## src/rtl/hps_pkg.sv

```systemverilog
package hps_pkg;

	localparam int PATTERN_COUNT_DEF = 6;
	localparam int STEPS_PER_PATTERN_DEF = 22;

	// The pattern table is fixed: six patterns of twenty-two steps.
	localparam int ROM_PATTERNS = 6;
	localparam int ROM_STEPS    = 22;
	localparam int ROM_SLOTS    = 10;
	localparam int ROM_SPAN     = 256;
	localparam int ROM_AW       = $clog2(ROM_SPAN);

	localparam int QUEUE_DEPTH = 4;
	localparam int QUEUE_PW    = $clog2(QUEUE_DEPTH);
	localparam int QUEUE_CW    = $clog2(QUEUE_DEPTH + 1);

	localparam logic [15:0] FULL_TIME_RST = 16'd100;
	localparam logic [15:0] HALF_TIME_RST = 16'd200;
	localparam logic [15:0] OFF_TIME_RST  = 16'd50;

	typedef enum logic [2:0] {
		OP_TICK  = 3'd0,
		OP_START = 3'd1,
		OP_STOP  = 3'd2,
		OP_PAUSE = 3'd3,
		OP_FASTER = 3'd4,
		OP_SLOWER = 3'd5
	} hps_op_t;

	localparam logic [1:0] LVL_OFF  = 2'd0;
	localparam logic [1:0] LVL_HALF = 2'd1;
	localparam logic [1:0] LVL_FULL = 2'd2;

	localparam logic CMD_SET     = 1'b0;
	localparam logic CMD_ALL_OFF = 1'b1;

	typedef struct packed {
		hps_op_t    op;
		logic [2:0] goal;
	} hps_in_t;

	typedef struct packed {
		logic       cmd_kind;
		logic [2:0] motor_index;
		logic [1:0] drive_level;
		logic       last_of_run;
	} hps_out_t;

	// Up to two result beats written into the output queue in one cycle.
	typedef struct packed {
		logic [1:0] count;
		hps_out_t   first;
		hps_out_t   second;
	} hps_push_t;

	typedef logic [4:0] hps_rom_t [ROM_SPAN];

	localparam logic [2:0] MOTOR_LISTS [ROM_PATTERNS][ROM_SLOTS] = '{
		'{3'd2, 3'd3, 3'd4, 3'd1, 3'd0, 3'd2, 3'd3, 3'd4, 3'd6, 3'd5},
		'{3'd0, 3'd3, 3'd6, 3'd4, 3'd1, 3'd0, 3'd3, 3'd6, 3'd5, 3'd2},
		'{3'd1, 3'd3, 3'd5, 3'd6, 3'd4, 3'd1, 3'd3, 3'd5, 3'd2, 3'd0},
		'{3'd4, 3'd3, 3'd2, 3'd5, 3'd6, 3'd4, 3'd3, 3'd2, 3'd0, 3'd1},
		'{3'd6, 3'd3, 3'd0, 3'd2, 3'd5, 3'd6, 3'd3, 3'd0, 3'd1, 3'd4},
		'{3'd5, 3'd3, 3'd1, 3'd0, 3'd2, 3'd5, 3'd3, 3'd1, 3'd4, 3'd6}
	};

	localparam logic [3:0] TMPL_SLOT [ROM_STEPS] = '{
		4'd0, 4'd1, 4'd2, 4'd3, 4'd3, 4'd3, 4'd3, 4'd4, 4'd4, 4'd4, 4'd4,
		4'd5, 4'd6, 4'd7, 4'd8, 4'd8, 4'd8, 4'd8, 4'd9, 4'd9, 4'd9, 4'd9
	};

	localparam logic [1:0] TMPL_LEVEL [ROM_STEPS] = '{
		2'd2, 2'd2, 2'd2, 2'd1, 2'd0, 2'd1, 2'd0, 2'd1, 2'd0, 2'd1, 2'd0,
		2'd2, 2'd2, 2'd2, 2'd1, 2'd0, 2'd1, 2'd0, 2'd1, 2'd0, 2'd1, 2'd0
	};

	// Each entry holds the level in bits 4..3 and the motor in bits 2..0.
	// Addresses past the six patterns read as motor zero, level off.
	function automatic hps_rom_t build_rom();
		hps_rom_t r;
		for (int a = 0; a < ROM_SPAN; a++) begin
			r[a] = 5'd0;
		end
		for (int p = 0; p < ROM_PATTERNS; p++) begin
			for (int s = 0; s < ROM_STEPS; s++) begin
				r[p * ROM_STEPS + s] = {TMPL_LEVEL[s], MOTOR_LISTS[p][TMPL_SLOT[s]]};
			end
		end
		return r;
	endfunction

	localparam hps_rom_t PATTERN_ROM = build_rom();

endpackage

```

## src/rtl/hps_outq.sv

```systemverilog
module hps_outq
	import hps_pkg::*;
(
	input  logic      clk,
	input  logic      arst_n,
	input  hps_push_t push,
	input  logic      pop,
	output hps_out_t  rsp,
	output logic      rsp_valid,
	output logic      room
);

	hps_out_t                mem_q [QUEUE_DEPTH];
	logic [QUEUE_PW-1:0]     wr_q;
	logic [QUEUE_PW-1:0]     rd_q;
	logic [QUEUE_CW-1:0]     count_q;
	logic [QUEUE_PW-1:0]     wr_next;

	assign wr_next   = wr_q + QUEUE_PW'(1);
	assign rsp       = mem_q[rd_q];
	assign rsp_valid = (count_q != '0);
	// Room for a whole tick, which writes two beats at once.
	assign room      = (count_q <= QUEUE_CW'(QUEUE_DEPTH - 2));

	always_ff @(posedge clk or negedge arst_n) begin
		if (!arst_n) begin
			wr_q    <= '0;
			rd_q    <= '0;
			count_q <= '0;
		end else begin
			wr_q    <= wr_q + QUEUE_PW'(push.count);
			rd_q    <= rd_q + QUEUE_PW'(pop);
			count_q <= count_q + QUEUE_CW'(push.count) - QUEUE_CW'(pop);
		end
	end

	always_ff @(posedge clk) begin
		if (push.count != 2'd0) begin
			mem_q[wr_q] <= push.first;
		end
		if (push.count == 2'd2) begin
			mem_q[wr_next] <= push.second;
		end
	end

endmodule

```

## config.mk

```make
export PLATFORM = sky130hd
export DESIGN_NAME = hps_outq
export DESIGN_NICKNAME = d
export VERILOG_FILES = /design/src/rtl/hps_pkg.sv /design/src/rtl/hps_outq.sv
export SDC_FILE = /design/constraint.sdc
export NUM_CORES = 1
export LEC_CHECK = 0
export BUFFER_PORTS_ARGS = -buffer_cell sky130_fd_sc_hd__buf_2
export CAP_MARGIN = 20
export CELL_PAD_IN_SITES_DETAIL_PLACEMENT = 1
export CELL_PAD_IN_SITES_GLOBAL_PLACEMENT = 2
export CORE_ASPECT_RATIO = 1.5
export CORE_MARGIN = 2
export CORE_UTILIZATION = 25
export CTS_BUF_LIST = sky130_fd_sc_hd__clkbuf_2
export CTS_CLUSTER_SIZE = 25
export DETAILED_ROUTE_END_ITERATION = 8
export PLACE_DENSITY_LB_ADDON = 0.1
export SYNTH_ARGS = -nofsm -noshare
export SYNTH_HDL_FRONTEND = slang
export SYNTH_SLANG_ARGS = --single-unit
export TNS_END_PERCENT = 20
```

## constraint.sdc

```tcl
create_clock -name clk -period 4.55 [get_ports clk]
set_input_delay 0.455 -clock clk [delete_from_list [all_inputs] [get_ports clk]]
set_output_delay 0.455 -clock clk [all_outputs]
set_load 0.03 [all_outputs]
```

---- Yosys cells after proc, flatten, opt, wreduce, memory -nomap -nowiden ----
Memory sizes are Yosys's and may differ from the RTL's.
Index checks and enable logic that the tools add are counted.
Widths: inputs -> output; s select.
operators by class
  bitwise logic cells ..................... 0
  shift-type cells ........................ 0
  reductions and logical operators ........ 2
  $lt $le $gt $ge ......................... 1
  $add $sub $neg .......................... 5
  divide/modulo/power cells ............... 0
  eq/ne operators ......................... 1
  mux-type cells .......................... 4
  multipliers ............................. 0
operators by type and width
  kind                 number
  $mux 1               4
  $add 3x2->3          1
  $le 3x2->1 const B   1
  $reduce_bool 3->1    1
  $sub 3x1->3          1
  $add 2x1->2          1
  $add 2x1->2 const B  1
  $add 2x2->2          1
  $eq 2x2->1 const B   1
  $reduce_bool 2->1    1
word-level totals
  memories kept ........................... 1
  ROM bits ................................ 0
  bits in latches ......................... 0
  register bits ........................... 7
  input bits .............................. 19
  memory bits (writable) .................. 28
  logic and storage cells ................. 17
  output and inout bits ................... 9
memories
  name   depth  width  rd ports  clocked after Yosys merged registers in  write ports  RTL line        RTL
  mem_q  4      7      1         0                                        2            hps_outq.sv:13  hps_out_t mem_q [QUEUE_DEPTH];

---- Logic depth before layout (Yosys ltp) ----
  depth after elaboration ................. 3
  gate-level depth with buffers ........... 8
  mapped depth without buffers ............ 8

---- Worst setup path after synthesis ----
Ideal clock, no wire load.
  path type ............................... in2reg
  start point ............................. in push[15] (netlist name)
  end point ............................... reg count_q[2]
  buffers on the path ..................... 1
  data required time ...................... 4.427 ns
  setup slack ............................. 2.773 ns
  stages .................................. 6
  arrival ................................. 1.655 ns
  library setup time ...................... 0.123 ns
  cells stage by stage .................... buf_2 > inv_1 > ha_1 > fa_1 > xor2_1 > xnor2_1
between the ends
  word-level cells in the longest chain between the ends .. 2
RTL lines
  item                    RTL line        RTL
  start: declaration      hps_outq.sv:6   input hps_push_t push,
  $add 3x2->3             hps_outq.sv:33  count_q <= count_q + QUEUE_CW'(push.count) - QUEUE_CW'(pop);
  $sub 3x1->3             hps_outq.sv:33
  end signal: assignment  hps_outq.sv:33
  end: declaration        hps_outq.sv:16  logic [QUEUE_CW-1:0] count_q;
Every way passes these cells.

==> impl_metrics.env <==
export IMPL_htreeDepth=2
export IMPL_max_stage_delay_ps=740
export IMPL_crit_required_ps=4090
export IMPL_startpoint_type="flop"
export IMPL_synth_nets=133
export IMPL_dieArea_um2=7860
export IMPL_synthSimpleGateAreaFrac_pct=4.06
export IMPL_yosys_top_cells_area="edfxtp_1 47%, mux2_2 17%, dfrtp_1 9.8%, mux4_2 8.8%, ha_1 3.5%"
export IMPL_hold_depth=2
export IMPL_antenna_cells=0
export IMPL_drt_initial_drc_count=43
export IMPL_fin_cells=216
export IMPL_start_util_pct=25.9
export IMPL_core_area_um2=6900
export IMPL_utilization_pct=29.7
export IMPL_synth_top_area_share_pct=47.0
export IMPL_wl_per_cell_um=18.7
export IMPL_yosys_register_bits=35
export IMPL_cp_slowest_cell="dfrtp_1"
export IMPL_overflow=0
export IMPL_synth_edf_count=28
export IMPL_fillers=739
export IMPL_rows=37
export IMPL_die_y_um=108
export IMPL_finalClockSkew_ps=13.8
export IMPL_ioPinCount=28
export IMPL_fmax_ghz=0.429
export IMPL_dp_cells=207
export IMPL_status="finished clean"
export IMPL_grt_pass1_vias=1200
export IMPL_yosys_area_top_type="edfxtp_1"
export IMPL_synth_common_cells="28 x edfxtp_1, 27 x mux2_2, 7 x buf_2, 7 x dfrtp_1, 7 x mux4_2"
export IMPL_synth_mux_area_share_pct=27.0
export IMPL_clockBufferDepth=2
export IMPL_numPortBuffers=27
export IMPL_worstSetupEndpointType="output port"
export IMPL_dr_pass1_iters=4
export IMPL_areaGrowthSynthToFinish_pct=14.6
export IMPL_clk_latency_ps=360
export IMPL_nets=162
export IMPL_hold_path_class="in2reg"
export IMPL_synthFlopType="edfxtp_1"
export IMPL_ant_nets=0
export IMPL_rr_worst_depth=2
export IMPL_cp_arrival_ps=1880
export IMPL_final_cell_area_um2=2050
export IMPL_synth_xor_xnor_area_share_pct=2.45
export IMPL_tns_ps=0
export IMPL_worstMarginPinSlew_ps=907
export IMPL_crit_chain="mux4_2 -> buf_2"
export IMPL_setup_viol=0
export IMPL_finalPower_w=0.00122
export IMPL_drcViolationCount=0
export IMPL_drive_above_1_share_pct=52.2
export IMPL_die_w_um=73.1
export IMPL_synth_top_family_by_area="multiplexers"
export IMPL_finalCriticalPeriod_ps=2330
export IMPL_numCtsBuffers=5
export IMPL_power_density_nw_per_um2=594
export IMPL_yosysMostFrequentCell="edfxtp_1"
export IMPL_cts_tree="yes"
export IMPL_root_buffer="clkbuf_2"
export IMPL_cts_sinks=35
export IMPL_rsz0062_at_grt="false"
export IMPL_synth_compound_area_share_pct=1.68
export IMPL_via_count=1026
export IMPL_cp_max_fo=8
export IMPL_dpl_hpwl_mm=2.95
export IMPL_hold_violations=0
export IMPL_yosys_warnings=0
export IMPL_leakage_nw=0.781
export IMPL_crit_type="reg2out"
export IMPL_grt_antenna_before_repair=0
export IMPL_syn_inst=108
export IMPL_drv_slew=0
export IMPL_maxCapViolCount=0
export IMPL_grt_max_degree=11
export IMPL_clkSlewWorstSetupHoldPaths_ps=160
export IMPL_placed_area_um2=2000
export IMPL_avgSynthCellArea_um2=16.6
export IMPL_grt_usage_pct=11.6
export IMPL_netlist_area_um2=1790
export IMPL_slew_headroom_pct=39.4
export IMPL_synth_fa_ha_area_share_pct=4.62
export IMPL_totalWireLength_mm=4.03
export IMPL_ir_worst_vdd_v=0.000182
export IMPL_gp_congestion=0.667
export IMPL_async_flop_share_pct=20.0
export IMPL_ys_types=23
export IMPL_period_share_pct=51.2
export IMPL_grt_pass1_wl_mm=6.40
export IMPL_viasPerCell=4.75
export IMPL_ys_seq_area_share_pct=56.8
[cells by family (layout without fill, tap and decap cells)]
group / Yosys count / after routing
AOI/OAI and AO/OA: 4 / 4
xor gates and xnor gates: 5 / 5
and+or+nand+nor: 8 / 8
muxes: 36 / 36
adders and majority gates: 6 / 6
DFF: 35 / 35
buffers and inverters: 14 / 44
[power breakdown]
group	switching [W]	total, W	internal [W]
clock network	0.000100	0.000137	0.0000371
registers	0.0000990	0.000577	0.000478
logic	0.000285	0.000504	0.000219
[cells in the final DEF, fill, tap and decap left out, types with 2 or more instances in the layout]
cell type	n
buf_2	27
buf_4	2
clkbuf_2	6
clkinv_1	2
dfrtp_1	7
edfxtp_1	28
ha_1	5
inv_1	6
mux2_2	27
mux4_2	7
nor2_1	2
nor4bb_1	2
xnor2_1	3
xor2_1	2
[timing repair]
action,CTS,global route
setup buffers,0,0
setup endpoints to repair,0,0
hold endpoints to repair,7,0
resized for setup,0,0
hold buffers,1,0
[critical path, delay by kind of cell, from the launching register on]
family   cells  cell delay (ps)
buf+inv      1              200
flops        1              740
mux          1              580
[path summary, 6_finish.rpt]
| kind | from | to | slack, ps |
|---|---|---|---|
| setup / recovery | rd_q[0]$_DFF_PN0_ | rsp[0] | 2220 |
| hold / removal | pop | rd_q[0]$_DFF_PN0_ | 350 |
| max in group asynchronous | arst_n | count_q[1]$_DFF_PN0_ | 3960 |
| setup reg to reg | wr_q[1]$_DFF_PN0_ | mem_q[1][2]$_DFFE_PP_ | 2630 |
| min in group asynchronous | arst_n | count_q[0]$_DFF_PN0_ | 420 |
| hold reg to reg | count_q[2]$_DFF_PN0_ | count_q[2]$_DFF_PN0_ | 510 |
[per-stage QoR]
stage	hold WS, ps	worst slack, ps
6_report	348	2220
5_1_grt	316	2070
4_1_cts	310	2100
3_5_place_dp	306	2560
3_3_place_gp	306	2560
2_1_floorplan	159	2770
[sequential cells by signal (all words and copies together) (netlist names)]
| signal | cells |
|---|---|
| wr_q | 2 |
| count_q | 3 |
| mem_q | 28 |
| rd_q | 2 |
[layer usage]
| layer | GRT usage, % | wire length (um) |
|---|---|---|
| met5 | 0 | 0 |
| met4 | 4.76 | 78 |
| met3 | 2.81 | 146 |
| met2 | 21.8 | 2350 |
| met1 | 11.8 | 1450 |
[cell type report]
class | instances | area (um^2) | share of cell area, %
timing repair buffer | 30 | 160 | 7.81
clock inverter | 2 | 7.51 | 0.366
multi-input combinational | 59 | 717 | 35.0
clock buffer | 6 | 30.0 | 1.46
tap | 78 | 97.6 | 4.76
sequential | 35 | 1020 | 49.5
inverter | 6 | 22.5 | 1.10
No activity file was read; power rests on OpenSTA's default activity.
